[src/rtl/uvs_pkg.sv]
package uvs_pkg;

    localparam int CORDIC_STAGES = 16;
    localparam int ATAN_ENTRIES  = 24;
    localparam int CORDIC_CELLS  = (CORDIC_STAGES > ATAN_ENTRIES) ? ATAN_ENTRIES : CORDIC_STAGES;
    localparam int DIV_CELLS     = 32;
    localparam int LAST_SLOT     = 5;
    localparam int LAST_CORNER   = 5;

    localparam logic signed [32:0] CORDIC_X0 = 33'sd652032874;

    localparam logic [1:0] REG_RADIUS = 2'd0;
    localparam logic [1:0] REG_SLICES = 2'd1;
    localparam logic [1:0] REG_LAYERS = 2'd2;

    typedef enum logic [1:0] {
        TAG_LAYER0,
        TAG_LAYER1,
        TAG_SLICE0,
        TAG_SLICE1
    } t_tag;

    typedef struct packed {
        logic valid;
        t_tag tag;
        logic err;
    } t_token;

    typedef struct packed {
        logic        valid;
        logic [2:0]  corner;
        logic        last;
        logic        err;
    } t_meta;

    function automatic logic signed [31:0] atan_turn(input logic [4:0] idx);
        logic signed [31:0] v;
        unique case (idx)
            5'd0:    v = 32'sd536870912;
            5'd1:    v = 32'sd316933406;
            5'd2:    v = 32'sd167458907;
            5'd3:    v = 32'sd85004756;
            5'd4:    v = 32'sd42667331;
            5'd5:    v = 32'sd21354465;
            5'd6:    v = 32'sd10679838;
            5'd7:    v = 32'sd5340245;
            5'd8:    v = 32'sd2670163;
            5'd9:    v = 32'sd1335087;
            5'd10:   v = 32'sd667544;
            5'd11:   v = 32'sd333772;
            5'd12:   v = 32'sd166886;
            5'd13:   v = 32'sd83443;
            5'd14:   v = 32'sd41722;
            5'd15:   v = 32'sd20861;
            5'd16:   v = 32'sd10430;
            5'd17:   v = 32'sd5215;
            5'd18:   v = 32'sd2608;
            5'd19:   v = 32'sd1304;
            5'd20:   v = 32'sd652;
            5'd21:   v = 32'sd326;
            5'd22:   v = 32'sd163;
            5'd23:   v = 32'sd81;
            default: v = 32'sd0;
        endcase
        return v;
    endfunction

    // corners in order: (L,S) (L,S+1) (L+1,S+1) (L,S) (L+1,S+1) (L+1,S)
    function automatic logic corner_layer_hi(input logic [2:0] c);
        return (c == 3'd2) || (c == 3'd4) || (c == 3'd5);
    endfunction

    function automatic logic corner_slice_hi(input logic [2:0] c);
        return (c == 3'd1) || (c == 3'd2) || (c == 3'd4);
    endfunction

endpackage

[src/rtl/uvs_cordic_cell.sv]
module uvs_cordic_cell
    import uvs_pkg::*;
(
    input  logic               i_clk,
    input  logic               i_rst_n,
    input  logic               i_en,
    input  logic [4:0]         i_stage,
    input  t_token             i_tok,
    input  logic signed [32:0] i_x,
    input  logic signed [32:0] i_y,
    input  logic signed [31:0] i_z,
    input  logic [1:0]         i_quad,
    output t_token             o_tok,
    output logic signed [32:0] o_x,
    output logic signed [32:0] o_y,
    output logic signed [31:0] o_z,
    output logic [1:0]         o_quad
);

    t_token             r_tok;
    logic signed [32:0] r_x;
    logic signed [32:0] r_y;
    logic signed [31:0] r_z;
    logic [1:0]         r_quad;
    logic signed [32:0] w_dx;
    logic signed [32:0] w_dy;
    logic signed [32:0] n_x;
    logic signed [32:0] n_y;
    logic signed [31:0] n_z;

    always_comb begin
        w_dx = i_x >>> i_stage;
        w_dy = i_y >>> i_stage;
        if (!i_z[31]) begin
            n_x = i_x - w_dy;
            n_y = i_y + w_dx;
            n_z = i_z - atan_turn(i_stage);
        end else begin
            n_x = i_x + w_dy;
            n_y = i_y - w_dx;
            n_z = i_z + atan_turn(i_stage);
        end
    end

    always_ff @(posedge i_clk) begin
        if (!i_rst_n) begin
            r_tok <= '0;
        end else if (i_en) begin
            r_tok <= i_tok;
        end
    end

    always_ff @(posedge i_clk) begin
        if (i_en) begin
            r_x    <= n_x;
            r_y    <= n_y;
            r_z    <= n_z;
            r_quad <= i_quad;
        end
    end

    assign o_tok  = r_tok;
    assign o_x    = r_x;
    assign o_y    = r_y;
    assign o_z    = r_z;
    assign o_quad = r_quad;

endmodule

[config.mk]
export PLATFORM = sky130hd
export DESIGN_NAME = uvs_cordic_cell
export DESIGN_NICKNAME = d
export VERILOG_FILES = /design/src/rtl/uvs_pkg.sv /design/src/rtl/uvs_cordic_cell.sv
export SDC_FILE = /design/constraint.sdc
export NUM_CORES = 1
export LEC_CHECK = 0
export ABC_AREA = 1
export ABC_CLOCK_PERIOD_IN_PS = 9800
export BUFFER_PORTS_ARGS = -buffer_cell sky130_fd_sc_hd__buf_4
export CAP_MARGIN = 15
export CORE_MARGIN = 2
export CORE_UTILIZATION = 31
export DETAILED_ROUTE_END_ITERATION = 16
export PLACE_DENSITY_LB_ADDON = 0.05
export SLEW_MARGIN = 25
export SYNTH_ARGS = -nofsm -noshare
export SYNTH_HDL_FRONTEND = slang
export SYNTH_SLANG_ARGS = --single-unit
[constraint.sdc]
create_clock -name i_clk -period 9.8 [get_ports i_clk]
set_input_delay 1.47 -clock i_clk [delete_from_list [all_inputs] [get_ports i_clk]]
set_output_delay 1.47 -clock i_clk [all_outputs]
set_load 0.05 [all_outputs]
==> out/metrics.csv <==
stage,metric,value,unit
clocking,cts-htree-levels,3,
clocking,cts_hold_buf,0,
sta,fmax,0.138,GHz
placed_design,globalplace.congestion,0.857,
logic_synthesis,synth_area_leader_cell,edfxtp_1,
clocking,cts-root-buf,clkbuf_16,
worst_setup_path,start_kind,primary input,
cells_and_area,instances_no_fill,3164,
clocking,clockBufferDepth,2,
logic_synthesis,yosys_warnings,0,
worst_setup_path,worstPathRequired,9.94,ns
status,outcome,completed,
worst_setup_path,r2r_end,o_tok[0],
worst_setup_path,r2r_slack,9.15,ns
logic_synthesis,synth_edf_count,100,
logic_synthesis,synth_fa_ha_area_frac,0.0928,
logic_synthesis,synthArstFlopShare,0,
logic_synthesis,avgSynthCellArea,6.25,sq um
hold_path,hold_path.class,reg2reg,
detailed_routing,ant_nets,0,
floorplanning,rows,80,
placed_design,hpwl,47900,microns
cells_and_area,area_growth,15.3,%
floorplanning,dieArea,49900,sq um
cells_and_area,final-seq-area,3080,sq um
logic_synthesis,synth-xor-area-share,0.0932,
global_route,grt_pass1_vias,16072,
sta,finalSetupViolations,0,
cells_and_area,drive_gt1_frac,0.122,
clocking,cts_resized,0,
clocking,clock_latency,0.39,ns
global_route,overflow,0,
logic_synthesis,synth-simple-area-share,0.401,
floorplanning,fp.dieH,223,microns
power,power,2.85,mW
power,cellLeakagePower,8.53,nW
floorplanning,die_width,223,microns
cells_and_area,multiInputGateArea,10500,sq um
worst_setup_path,crit_arrival,7.38,ns
worst_setup_path,endpoint_kind,flop,
logic_synthesis,yosys_register_bits,104,
detailed_routing,drt_iter0_drc,1416,
hold_path,min_to,o_tok[1],
detailed_routing,vias,16303,
logic_synthesis,synth_cells,2391,
clocking,cts_made_buffers,9,
logic_synthesis,yosys.cell_types.count,53,
worst_setup_path,path_max_fanout,76,
global_route,antenna_found_initial,1,
sta,finalClockSkew,0,ns
worst_setup_path,reg2reg_from,o_tok[0],
clocking,clock-sinks,104,
job,max-cap-violations,0,
sta,fin_crit_sh,0.740,
logic_synthesis,yosys-top-cells-area,"edfxtp_1 20%, nand2_1 20%, nand3_1 12%",
hold_path,min_path_cells,2,
sta,setup-tns-final,0,ns
global_route,grt_pass1_wl,89400,microns
detailed_routing,first_pass_iters,6,
worst_setup_path,rr_worst_depth,2,
detailed_routing,viasPerCell,5.15,
cells_and_area,final_net_count,2765,
hold_path,hold_path.startpoint,o_tok[1],
floorplanning,core_area,47600,sq um
sta,fin_crit,7.25,ns
worst_setup_path,crit_type,in2reg,
cells_and_area,n_antenna_cell,0,
logic_synthesis,seq_area_frac_synth,0.206,
sta,slew_headroom,0.423,
clocking,cts_tree,done,
power,vdd_drop_max,82.6,uV
floorplanning,io_pins,216,
logic_synthesis,synth_top_area_share,0.201,
global_route,grt_max_degree,77,
cells_and_area,final_util,0.362,
logic_synthesis,synth.area.mux_share,0,
clocking,path_clk_slew,0.08,ns
floorplanning,initial_core_util,0.313,
logic_synthesis,synth_fp_nets,2612,
global_route,grt_usage,0.231,
cells_and_area,fill_cells,5307,
placed_design,dp.cells,3148,
sta,hold_viol,0,
detailed_routing,routed_wl,58200,microns
logic_synthesis,syn_area,14900,sq um
power,power.density,165,nW/um^2
clocking,cts_setup_buffers,0,
sta,slew_viol_final,0,
placed_design,port_buffers,215,
sta,tightestPinTransition,0.866,ns
logic_synthesis,synth-compound-area-share,0.117,
detailed_routing,drc,0,
logic_synthesis,ys.flop_type,edfxtp_1,
sta,rsz0062_at_grt,no,
detailed_routing,wl_per_cell,18.4,microns
logic_synthesis,synth_top_family_by_area,simple AND/OR/NAND/NOR gates,
[sequential cells by signal, indices dropped and copies added (netlist names)]
name    flops
o_quad      2
o_tok       4
o_x        33
o_y        33
o_z        32
[cells in the mapped netlist, types with 11 or more instances]
| library cell | n |
|---|---|
| a21oi_1 | 122 |
| a31oi_1 | 12 |
| buf_1 | 11 |
| buf_2 | 33 |
| buf_6 | 12 |
| clkbuf_1 | 18 |
| edfxtp_1 | 100 |
| ha_1 | 106 |
| inv_1 | 204 |
| inv_2 | 16 |
| nand2_1 | 795 |
| nand2_2 | 12 |
| nand3_1 | 348 |
| nand4_1 | 15 |
| nor2_1 | 169 |
| nor2_2 | 20 |
| nor3_1 | 21 |
| o211ai_1 | 12 |
| o21a_1 | 12 |
| o21ai_0 | 91 |
| xnor2_1 | 54 |
| xor2_1 | 105 |
[worst max path at each step]
stage                     startpoint       to  slack (ns)  depth (start not counted)
final                     i_stage[0]  o_z[24]        2.55                         21
after global routing      i_stage[1]  o_z[24]        2.33                         22
after CTS                 i_stage[1]  o_z[24]        2.81                         22
after detailed placement  i_stage[1]  o_z[24]        2.40                         22
after global placement    i_stage[1]  o_z[24]        2.19                         22
after floorplan           i_stage[0]  o_z[29]        4.45                         26
[critical path, cell delays in order]
cell      delay, ns
buf_4          0.60
inv_6          0.39
ha_1           0.34
or2_2          0.34
nand2_1        0.09
o21ai_0        0.08
a31oi_1        0.44
inv_1          0.15
ha_1           0.33
nand2_1        0.06
o21ai_0        0.23
fa_1           0.53
nand3_1        0.08
nand2_1        0.09
a21oi_1        0.49
o21ai_0        0.27
a21boi_0       0.50
o21ai_0        0.34
nand2_1        0.18
o21ai_0        0.14
xor2_1         0.17
[final cells by class]
type                    count  area share
multi-input cells        1980       0.612
flip-flops and latches    104       0.179
repair buffers            225      0.0981
inverters                 224      0.0491
well taps                 615      0.0447
clock buffers               9      0.0131
clock inverters             7     0.00458
[per-stage QoR]
stage / setup slack (ns) / cell area, sq um / hold slack (ns)
final: 2.55 / 17200 / 0.523
after detailed placement: 2.40 / 16900 / 0.512
after global placement: 2.19 / 16900 / 0.487
after floorplan: 4.45 / 14900 / 0.746
after CTS: 2.81 / 17200 / 0.533
after global routing: 2.33 / 17200 / 0.574
[per-layer routing]
metal,track usage,vias to the layer above,share of wire
li1,-,8249,-
met1,0.318,7573,0.48
met2,0.373,415,0.45
met3,0.0302,66,0.047
met4,0.0789,0,0.027
met5,0,-,0
[power by group]
| group | switching [mW] | total (mW) | internal (mW) |
|---|---|---|---|
| clock network | 0.194 | 0.395 | 0.201 |
| registers | 0.0319 | 0.688 | 0.656 |
| logic | 1.22 | 1.76 | 0.542 |
| total | 1.45 | 2.85 | 1.40 |
[layout by cell type (no fill, tap or decap), types with 4 or more instances in the layout]
cell / n
nor2_1: 167
a211oi_1: 4
o21a_1: 12
xor2_1: 105
nor4_1: 10
inv_2: 17
nand2_2: 12
a31oi_1: 12
nor2_2: 22
clkbuf_16: 9
o21bai_1: 6
nand4_1: 15
buf_4: 225
a21oi_1: 122
inv_1: 203
a21o_1: 9
nor3_1: 21
xnor2_1: 54
edfxtp_1: 100
nand3_1: 348
ha_1: 106
nand3b_1: 7
o21ai_0: 91
dfxtp_1: 4
o21ai_1: 10
o211ai_1: 12
nand2_1: 795
[kinds of logic after synthesis]
kind of cell    count (synthesis)
fa+ha+maj                     109
simple gates                 1409
buf+inv                       307
flops                         104
xor+xnor                      159
compound gates                303
Power figures use the tool's default switching activity.
