### config.mk
export PLATFORM = sky130hd
export DESIGN_NAME = uvs_div_cell
export DESIGN_NICKNAME = d
export VERILOG_FILES = /design/src/rtl/uvs_pkg.sv /design/src/rtl/uvs_div_cell.sv
export SDC_FILE = /design/constraint.sdc
export NUM_CORES = 1
export LEC_CHECK = 0
export ABC_AREA = 0
export BUFFER_PORTS_ARGS = -buffer_cell sky130_fd_sc_hd__buf_2
export CAP_MARGIN = 5
export CORE_UTILIZATION = 41
export DETAILED_ROUTE_END_ITERATION = 7
export GPL_TIMING_DRIVEN = 1
export PLACE_DENSITY = 0.75
export SETUP_SLACK_MARGIN = 0.2
export SYNTH_ARGS = -nofsm -noshare
export SYNTH_HDL_FRONTEND = slang
export SYNTH_SLANG_ARGS = --single-unit
### constraint.sdc
create_clock -name i_clk -period 2.2 [get_ports i_clk]
set_input_delay 0.33 -clock i_clk [delete_from_list [all_inputs] [get_ports i_clk]]
set_output_delay 0.33 -clock i_clk [all_outputs]
set_load 0.02 [all_outputs]
### src/rtl/uvs_pkg.sv
package uvs_pkg;

    localparam int CORDIC_STAGES = 16;
    localparam int ATAN_ENTRIES  = 24;
    localparam int CORDIC_CELLS  = (CORDIC_STAGES > ATAN_ENTRIES) ? ATAN_ENTRIES : CORDIC_STAGES;
    localparam int DIV_CELLS     = 32;
    localparam int LAST_SLOT     = 5;
    localparam int LAST_CORNER   = 5;

    localparam logic signed [32:0] CORDIC_X0 = 33'sd652032874;

    localparam logic [1:0] REG_RADIUS = 2'd0;
    localparam logic [1:0] REG_SLICES = 2'd1;
    localparam logic [1:0] REG_LAYERS = 2'd2;

    typedef enum logic [1:0] {
        TAG_LAYER0,
        TAG_LAYER1,
        TAG_SLICE0,
        TAG_SLICE1
    } t_tag;

    typedef struct packed {
        logic valid;
        t_tag tag;
        logic err;
    } t_token;

    typedef struct packed {
        logic        valid;
        logic [2:0]  corner;
        logic        last;
        logic        err;
    } t_meta;

    function automatic logic signed [31:0] atan_turn(input logic [4:0] idx);
        logic signed [31:0] v;
        unique case (idx)
            5'd0:    v = 32'sd536870912;
            5'd1:    v = 32'sd316933406;
            5'd2:    v = 32'sd167458907;
            5'd3:    v = 32'sd85004756;
            5'd4:    v = 32'sd42667331;
            5'd5:    v = 32'sd21354465;
            5'd6:    v = 32'sd10679838;
            5'd7:    v = 32'sd5340245;
            5'd8:    v = 32'sd2670163;
            5'd9:    v = 32'sd1335087;
            5'd10:   v = 32'sd667544;
            5'd11:   v = 32'sd333772;
            5'd12:   v = 32'sd166886;
            5'd13:   v = 32'sd83443;
            5'd14:   v = 32'sd41722;
            5'd15:   v = 32'sd20861;
            5'd16:   v = 32'sd10430;
            5'd17:   v = 32'sd5215;
            5'd18:   v = 32'sd2608;
            5'd19:   v = 32'sd1304;
            5'd20:   v = 32'sd652;
            5'd21:   v = 32'sd326;
            5'd22:   v = 32'sd163;
            5'd23:   v = 32'sd81;
            default: v = 32'sd0;
        endcase
        return v;
    endfunction

    // corners in order: (L,S) (L,S+1) (L+1,S+1) (L,S) (L+1,S+1) (L+1,S)
    function automatic logic corner_layer_hi(input logic [2:0] c);
        return (c == 3'd2) || (c == 3'd4) || (c == 3'd5);
    endfunction

    function automatic logic corner_slice_hi(input logic [2:0] c);
        return (c == 3'd1) || (c == 3'd2) || (c == 3'd4);
    endfunction

endpackage

### src/rtl/uvs_div_cell.sv
module uvs_div_cell
    import uvs_pkg::*;
(
    input  logic        i_clk,
    input  logic        i_rst_n,
    input  logic        i_en,
    input  t_token      i_tok,
    input  logic [9:0]  i_rem,
    input  logic [9:0]  i_den,
    input  logic [31:0] i_q,
    output t_token      o_tok,
    output logic [9:0]  o_rem,
    output logic [9:0]  o_den,
    output logic [31:0] o_q
);

    t_token      r_tok;
    logic [9:0]  r_rem;
    logic [9:0]  r_den;
    logic [31:0] r_q;
    logic [10:0] w_r2;
    logic        w_ge;
    logic [9:0]  n_rem;

    always_comb begin
        w_r2  = {i_rem, 1'b0};
        w_ge  = w_r2 >= {1'b0, i_den};
        n_rem = w_ge ? 10'(w_r2 - {1'b0, i_den}) : 10'(w_r2);
    end

    always_ff @(posedge i_clk) begin
        if (!i_rst_n) begin
            r_tok <= '0;
        end else if (i_en) begin
            r_tok <= i_tok;
        end
    end

    always_ff @(posedge i_clk) begin
        if (i_en) begin
            r_rem <= n_rem;
            r_den <= i_den;
            r_q   <= {i_q[30:0], w_ge};
        end
    end

    assign o_tok = r_tok;
    assign o_rem = r_rem;
    assign o_den = r_den;
    assign o_q   = r_q;

endmodule

==> impl_results.md, run 1 <==
- Die area: 0.00604 mm2
- Largest net degree at the start of global routing: 57
- Kind of critical path: in2reg
- P_leak: 1.62 nW
- Crit start category: primary input
- CP Buf/Inv Count: 3
- Row count: 27
- Period minus WS final: 2120 ps
- Routed WL: 4680 um
- Post-synth ARST share: 0%
- H-tree levels: 2
- PnR Total Power: 0.00267 W
- DR WL/cell: 12.8 um
- Pwr Density: 758 mW/mm2
- First-pass GRT wire length: 7440 um
- Yosys warnings: 0
- Initial antenna violation count: 0
- Initial core utilization: 42.7%
- Vias: 1665
- Post-route antenna net violation count: 0
- Hold WC Path Type: in2reg
- Placed cell area: 0.00331 mm2
- TritonCTS Buffers: 5
- Arrival @ worst endpoint: 2180 ps
- Worst setup margin: 82.5 ps
- Io pins: 115
- Initial DRT Pass Iterations: 4
- CP Cell Sequence: buf_12 -> inv_12 -> ha_4 -> ha_4 -> nand4_1 -> nor3_1 -> or4_1 -> a41o_4 -> buf_12 -> mux2_4
- Worst skew pair latency: 290 ps
- Global Route Usage Sum: 16.5%
- Post-Syn Nets: 211
- Max-cap violations: 0
- Vias/cell: 4.54
- Final #Nets: 364
- Crit-path max FO: 6
- Starting DRT DRC Count: 59
- Worst setup EP type: register
- Number of enable flip-flop cells after synthesis: 52
- Worst slew pin tran: 285 ps
- Mapped cell area: 0.00235 mm2
- Share of cells above drive strength 1: 58.3%
- Post-synthesis sequential area ratio: 69.8%
- F_max: 472 MHz
- Dpl cells: 357
- Longest Clk Path Bufs: 2
- # diodes: 0
- Global route overflow: 0
- Placement Setup Slack: -362 ps
- Final period utilization: 96.3%
- Final HPWL DP: 3620 um
- Status: finished, final reports clean
- TritonCTS clock tree: done
- Syn_area_per_cell: 16.7 um2
- Slew Viols, Final: 0
- Delay-heaviest family, CP: simple AND/OR/NAND/NOR gates
- Synth cell types: 34
- Synth area leaders: edfxtp_1, ha_1, mux2_4
- WP data required: 2260 ps
- Drt drc: 0
- Finished Cell Area: 0.00352 mm2
- Worst-path clk slew: 90 ps
- Synth Register Bits: 56
- RSZ-0062 raised after global routing: true
- Worst path slowest cell: or4_1
- Crit path largest cell delay: 480 ps
- Synth area leader: edfxtp_1
- Peak supply drop: 324 uV
- Area grow syn2layout: 49.6%
- GPL Wtd Cong: 0.842
- IO buf count: 113
- Rel. slew slack: 80.9%
- Final setup violation count: 0
- Vias in the first global route: 1585
- Clock tree sinks: 56
- Core Box Area: 0.00551 mm2
- Chip Height: 77.7 um
- Synthesized instance count: 141
- Finished Layout Cells: 367
- Fin util: 63.9%
- Clock Skew: 0 ps
- Die width: 77.7 um
- Root Buffer: clkbuf_8
- Main synth FF type: edfxtp_1
- Share of the synthesized area in the top cell type: 66.4%
- FF-to-FF setup slack: 1610 ps
- Final hold violation count: 0
flip-flops by register name, summed over array words and instances (netlist names):
| signal | flops |
|---|---|
| o_q | 32 |
| o_den | 10 |
| o_rem | 10 |
| o_tok | 4 |
stage by stage:
stage,hold WS [ps],TNS [ps]
after floorplan,429,-580
after global placement,494,-3250
after detailed placement,499,-3370
after CTS,189,0
after global routing,176,0
final,199,0
cell families (layout without fill, tap and decap cells):
kind of cell	count (synthesis)	count (layout)	synth area share [%]
compound gates	19	19	5.90
buf+inv	12	166	2.23
simple gates	21	21	5.16
mux	15	15	8.14
xor+xnor	7	7	2.61
flops	56	56	69.8
fa+ha+maj	11	11	6.17
layer usage:
layer,vias up,track usage [%],part of all wire (%)
li1,831,-,-
met1,745,21.1,42
met2,85,26.1,47
met3,4,5.06,9.9
met4,0,6.42,0.94
met5,-,0,0
layout make-up:
| cell class | count | area, um2 |
|---|---|---|
| Clock buffer | 6 | 72.6 |
| Clock inverter | 2 | 60.1 |
| Multi-Input combinational cell | 73 | 709 |
| Sequential cell | 56 | 1640 |
| Timing Repair Buffer | 148 | 895 |
| Tap cell | 72 | 90.1 |
| Fill cell | 411 | 1990 |
| Inverter | 10 | 50.0 |
cells in the mapped netlist, types with 2 or more instances:
master,instances
a21oi_1,4
o21ai_0,4
nand3_1,2
o21bai_1,2
ha_1,10
nand2b_1,2
nor2b_1,7
edfxtp_1,52
nor3_1,2
xor2_1,3
inv_1,10
nor2_1,3
xnor2_1,4
mux2i_1,6
dfxtp_1,4
mux2_4,8
report_power, final:
| group | total, W | internal [W] | switching [W] |
|---|---|---|---|
| sequential | 0.00130 | 0.00127 | 0.0000233 |
| clock | 0.000764 | 0.000455 | 0.000309 |
| combinational | 0.000604 | 0.000296 | 0.000309 |
final timing paths:
kind                                from  endpoint  cells after the start
worst max-delay path            i_den[1]  o_rem[8]                     10
worst min-delay path             i_q[28]   o_q[29]                      1
worst max register to register  o_tok[1]  o_tok[1]                      2
worst min register to register  o_tok[0]  o_tok[0]                      2
timing repair:
action                     4_1_cts  5_1_grt
setup endpoints to repair       10        9
hold buffers                     0        0
cloned                           1        0
pin swaps                        4        0
hold endpoints to repair         0        0
buffers inserted                 1        0
gates resized for setup          8        3
layout by cell type (no fill, tap or decap), types with 2 or more instances in the layout:
| master | Yosys | routed |
|---|---|---|
| buf_2 | 0 | 111 |
| edfxtp_1 | 52 | 52 |
| buf_4 | 0 | 32 |
| inv_1 | 10 | 9 |
| mux2_4 | 8 | 9 |
| ha_1 | 10 | 8 |
| nor2b_1 | 7 | 6 |
| mux2i_1 | 6 | 6 |
| clkbuf_8 | 0 | 5 |
| o21ai_0 | 4 | 4 |
| xnor2_1 | 4 | 4 |
| dfxtp_1 | 4 | 4 |
| nor2_1 | 3 | 3 |
| xor2_1 | 3 | 3 |
| a21oi_1 | 4 | 3 |
| buf_12 | 0 | 3 |
| nor3_1 | 2 | 2 |
| nand3_1 | 2 | 2 |
| nand2b_1 | 2 | 2 |
| o21bai_1 | 2 | 2 |
| ha_4 | 0 | 2 |
| bufinv_16 | 0 | 2 |
(Power assumes the default switching activity.)
==> inputs of run 2 (changes only) <==
- CORE_ASPECT_RATIO: unset -> 2
==> impl_results.md, run 2 (same netlist as run 1, synthesis figures left out) <==
- TritonCTS Buffers: 5
- Post-route antenna net violation count: 0
- Starting DRT DRC Count: 52
- Hold endpoint: o_q[8]
- Switching power: 0.000642 W
- Worst setup EP type: register
- Initial antenna violation count: 0
- Area grow syn2layout: 48.8%
- PnR Total Power: 0.00266 W
- Status: finished, final reports clean
- Longest Clk Path Bufs: 2
- Placed cell area: 0.00328 mm2
- Global Route Usage Sum: 17.7%
- Global route overflow: 0
- Row count: 38
- Initial DRT Pass Iterations: 5
- Final HPWL DP: 3870 um
- Die area: 0.00606 mm2
- WP data required: 2260 ps
- Pwr Density: 760 mW/mm2
- IO buf count: 113
- Crit start category: primary input
- R2r endpoint: o_tok[1]
- RSZ-0062 raised after global routing: true
- Dpl cells: 343
- First-pass GRT wire length: 7930 um
- Vias/cell: 4.96
- Reg2reg start: o_tok[1]
- Peak supply drop: 748 uV
- Io pins: 115
- # diodes: 0
- Setup TNS: 0 ps
- Finished Layout Cells: 352
- H-tree levels: 2
- Largest net degree at the start of global routing: 57
- Routed WL: 5140 um
- Clock tree sinks: 56
- Hold WC Path Type: in2reg
- Most common cell after layout, fill and taps aside: buf_2
- HP Start: i_q[7]
- Period minus WS final: 2130 ps
- Chip Height: 109 um
- Sw Ratio: 24.1%
- Worst slew pin tran: 294 ps
- Clock Skew: 0 ps
- Slew Viols, Final: 0
- GPL Wtd Cong: 0.877
- Final hold slack: 195 ps
- Final #Nets: 362
- Core Box Area: 0.00547 mm2
- P_leak: 1.62 nW
- Worst-path clk slew: 90 ps
- Largest register FFs: 32
- DR WL/cell: 14.6 um
- Reg2Reg Depth: 2
- FF-to-FF setup slack: 1550 ps
- Drt drc: 0
- Min-Delay Path Depth: 1
- Most frequent cells in the layout: buf_2, edfxtp_1, buf_4
- Final setup violation count: 0
- Sequential Power Share: 48.7%
- Share of cells above drive strength 1: 59.2%
- Crit-path max FO: 6
- Vias: 1745
- Clock network fraction of design power: 27.9%
- Rel. slew slack: 80.4%
- TritonCTS clock tree: done
- Int Pwr: 0.00202 W
- Vias in the first global route: 1682
- Max-cap violations: 0
- Initial core utilization: 43.0%
- Final hold violation count: 0
- Gate power share: 23.4%
- F_max: 469 MHz
- Root Buffer: clkbuf_8
- Die width: 55.6 um
- Kind of critical path: in2reg
- Final period utilization: 96.9%
- Finished Cell Area: 0.00350 mm2
- Arrival @ worst endpoint: 2190 ps
- Worst skew pair latency: 300 ps
## run 2: cell count changes in the layout (fill, tap and decap cells not counted), sizes merged
cell	delta
clkbuf	-1
buf	-2
## run 2: how the worst max path moves through the flow
stage,to,slack [ps],depth (start not counted),startpoint
CTS,o_rem[2],90,10,i_den[1]
detailed placement,o_rem[9],-380,10,i_den[1]
floorplan,o_rem[1],-70,9,i_den[1]
global placement,o_rem[9],-340,10,i_den[1]
finish,o_rem[9],70,10,i_den[1]
global route,o_rem[3],50,10,i_den[1]
## run 2: area by class of cell
class	count	area, um2
repair buffers	146	883
flip-flops and latches	56	1640
clock inverters	2	60.1
inverters	10	50.0
clock buffers	5	68.8
multi-input cells	73	722
well taps	60	75.1
fillers	391	1970
## run 2: repair_timing
| item | 4_1_cts | 5_1_grt |
|---|---|---|
| endpoints found under the setup margin | 10 | 10 |
| buffers inserted | 1 | 0 |
| gates cloned | 1 | 0 |
| hold buffers | 0 | 0 |
| gates resized for setup | 10 | 5 |
| pin swaps | 4 | 0 |
## run 2: per-layer routing
| metal | global-route usage [%] | up-vias | part of all wire, % | wire length (um) |
|---|---|---|---|---|
| li1 | - | 828 | - | - |
| met3 | 4.39 | 7 | 8.3 | 428 |
| met5 | 0 | - | 0 | 0 |
| met2 | 34.8 | 103 | 58 | 2960 |
| met1 | 16.7 | 807 | 32 | 1660 |
| met4 | 8.21 | 0 | 1.8 | 91 |
## run 2: power groups by stage
stage | sequential (W) | combinational, W | clock, W
floorplan | 0.00145 | 0.000195 | 0
global placement | 0.00132 | 0.000576 | 0
detailed placement | 0.00132 | 0.000587 | 0
CTS | 0.00130 | 0.000613 | 0.000763
global route | 0.00130 | 0.000669 | 0.000805
finish | 0.00130 | 0.000624 | 0.000742
## run 2: critical path, stage by stage
cell	delay, ps
buf_12	110
inv_12	40
ha_4	190
ha_4	150
nand4_1	120
nor3_2	50
or4_4	470
a41o_4	280
buf_12	150
mux2_4	300
## run 2: metrics by stage
step / setup WS, ps / utilization, %
finish: 67.6 / 64.0
global route: 47.2 / 64.0
CTS: 91.8 / 63.5
detailed placement: -377 / 60.0
global placement: -337 / 60.0
floorplan: -72.5 / -
==> inputs of run 3 (changes only) <==
- ABC_AREA: 0 -> 1
- CORE_UTILIZATION: 41 -> 42
- PLACE_DENSITY: 0.75 -> 0.76
- REMOVE_ABC_BUFFERS: unset -> 1
==> impl_results.md, run 3 <==
- Status: finished, final reports clean
- Kind of critical path: in2reg
- Share of cells above drive strength 1: 44.6%
- Vias: 1840
- Max-cap violations: 0
- Global route overflow: 0
- Worst setup EP type: register
- Final period utilization: 78.2%
- Largest net degree at the start of global routing: 26
- Drt drc: 0
- Die area: 0.00617 mm2
- Min-Delay Path Depth: 1
- Largest register FFs: 32
- Most frequent cells in the layout: buf_2, edfxtp_1, nand2_1
- Post-synthesis adder-cell area fraction: 5.91%
- Share of the synthesized area in the top cell type: 63.6%
- RSZ-0062 raised after global routing: false
- Post-synthesis xor/xnor area fraction: 1.07%
- Crit start category: primary input
- Synth area leader: edfxtp_1
- Peak supply drop: 643 uV
- Clock Skew: 0 ps
- H-tree levels: 2
- Synthesized instance count: 202
- Reg2Reg Depth: 2
- Global Route Usage Sum: 16.5%
- Slew Viols, Final: 0
- Worst skew pair latency: 290 ps
- Final hold violation count: 0
- Count leader, synth: edfxtp_1
- Post-synthesis compound-gate area fraction: 2.91%
- # diodes: 0
- Core Box Area: 0.00566 mm2
- Hold WC Path Type: in2reg
- Post-route antenna net violation count: 0
- Post-synth ARST share: 0%
- Initial antenna violation count: 0
- Starting DRT DRC Count: 40
- Period minus WS final: 1720 ps
- P_leak: 1.60 nW
- Most common cell after layout, fill and taps aside: buf_2
- Setup TNS: 0 ps
- Fillers: 487
- Row count: 39
- Chip Height: 110 um
- Routed WL: 5030 um
- Post-CTS setup buffer count: 0
- Post-synthesis sequential area ratio: 66.9%
- IO buf count: 113
- Mapped cell area: 0.00245 mm2
- Area grow syn2layout: 34.9%
- Syn_area_per_cell: 12.2 um2
- Final #Nets: 394
- Synth cell types: 25
- Main synth FF type: edfxtp_1
- Vias/cell: 4.77
- Yosys warnings: 0
- Hold Buf Count CTS: 0
- Worst slew pin tran: 529 ps
- DR WL/cell: 13.0 um
- WP data required: 2250 ps
- Worst-path clk slew: 70 ps
- Post-CTS Resized: 0
- Number of enable flip-flop cells after synthesis: 52
- Clock tree sinks: 56
- Die width: 56.1 um
- Pwr Density: 879 mW/mm2
- Final setup violation count: 0
- Rel. slew slack: 64.7%
- Mux cell area share after synthesis: 0%
- GPL Wtd Cong: 0.874
- Crit-path max FO: 10
- Final HPWL DP: 4070 um
- Largest family of logic cells by synthesized area: simple AND/OR/NAND/NOR gates
- Synth cell count leaders: edfxtp_1, nand2_1, inv_1
- Root Buffer: clkbuf_16
- Synth area leaders: edfxtp_1, nand2_1, ha_1
- Longest Clk Path Bufs: 2
- Initial core utilization: 43.4%
- Simple-gate share of the synthesized area: 17.9%
- Final hold slack: 211 ps
- TritonCTS Buffers: 5
- Arrival @ worst endpoint: 1770 ps
- TritonCTS clock tree: done
- Io pins: 115
- Synth Register Bits: 56
- Vias in the first global route: 1769
- F_max: 581 MHz
- Initial DRT Pass Iterations: 4
- First-pass GRT wire length: 7690 um
run 3: changes by cell type after synthesis, moves of 4 or more:
cell / delta
mux2i_1: -6
xnor2_1: -4
nand2_1: +50
mux2_4: -8
nor2_1: +13
nor2b_1: -7
nand3_1: +6
inv_1: +14
nand2_2: +9
nand3_2: +4
run 3: area by class of cell:
type	count	area [um2]	share of cell area (%)
multi-input cells	118	683	20.6
clock inverters	3	90.1	2.72
clock buffers	5	125	3.78
inverters	26	98.8	2.99
repair buffers	117	596	18.0
well taps	61	76.3	2.31
flip-flops and latches	56	1640	49.6
run 3: worst paths after layout:
check	from	endpoint	slack [ps]
min reg2reg	o_tok[2]	o_tok[2]	510
min	i_q[27]	o_q[28]	210
max reg2reg	o_tok[0]	o_tok[0]	1570
max	i_den[2]	o_rem[9]	480
run 3: logic make-up after synthesis:
kind of cell / after synthesis
AND/OR/NAND/NOR: 94
buffers and inverters: 28
flip-flops: 56
AO/OA/AOI/OAI: 10
XOR/XNOR: 3
adder cells (fa/ha/maj): 11
run 3: critical path, cell delays in order:
cell and delay [ps]:
buf_2 100, inv_1 50, ha_1 430, nand3_1 140, nand2_2 120, nand2_1 100
nand2_2 90, nand2_2 60, nand2_4 110, inv_2 110, nand2_1 90, nand2_2 50
run 3: stage by stage:
step           util [%]  power, W  worst slack [ps]  std cells  cell area [um2]
6_report           58.5   0.00291               480        386             3310
2_1_floorplan         -   0.00163               425        200             2420
5_1_grt            58.5   0.00303               389        386             3310
3_5_place_dp       54.7   0.00183               179        378             3100
3_3_place_gp       54.7   0.00182               229        378             3100
4_1_cts            58.5   0.00294               489        386             3310
run 3: routing by layer:
| layer | GRT usage (%) | wire (um) | vias to the layer above |
|---|---|---|---|
| met4 | 10.5 | 164 | 0 |
| met1 | 14.5 | 1590 | 851 |
| met3 | 3.97 | 278 | 12 |
| met2 | 32.3 | 3000 | 63 |
| met5 | 0 | 0 | - |
| li1 | - | - | 914 |
run 3: where the power goes:
group          total, W  switching [W]  internal, W
registers       0.00129      0.0000201      0.00127
clock network   0.00111       0.000342     0.000766
logic          0.000508       0.000326     0.000182
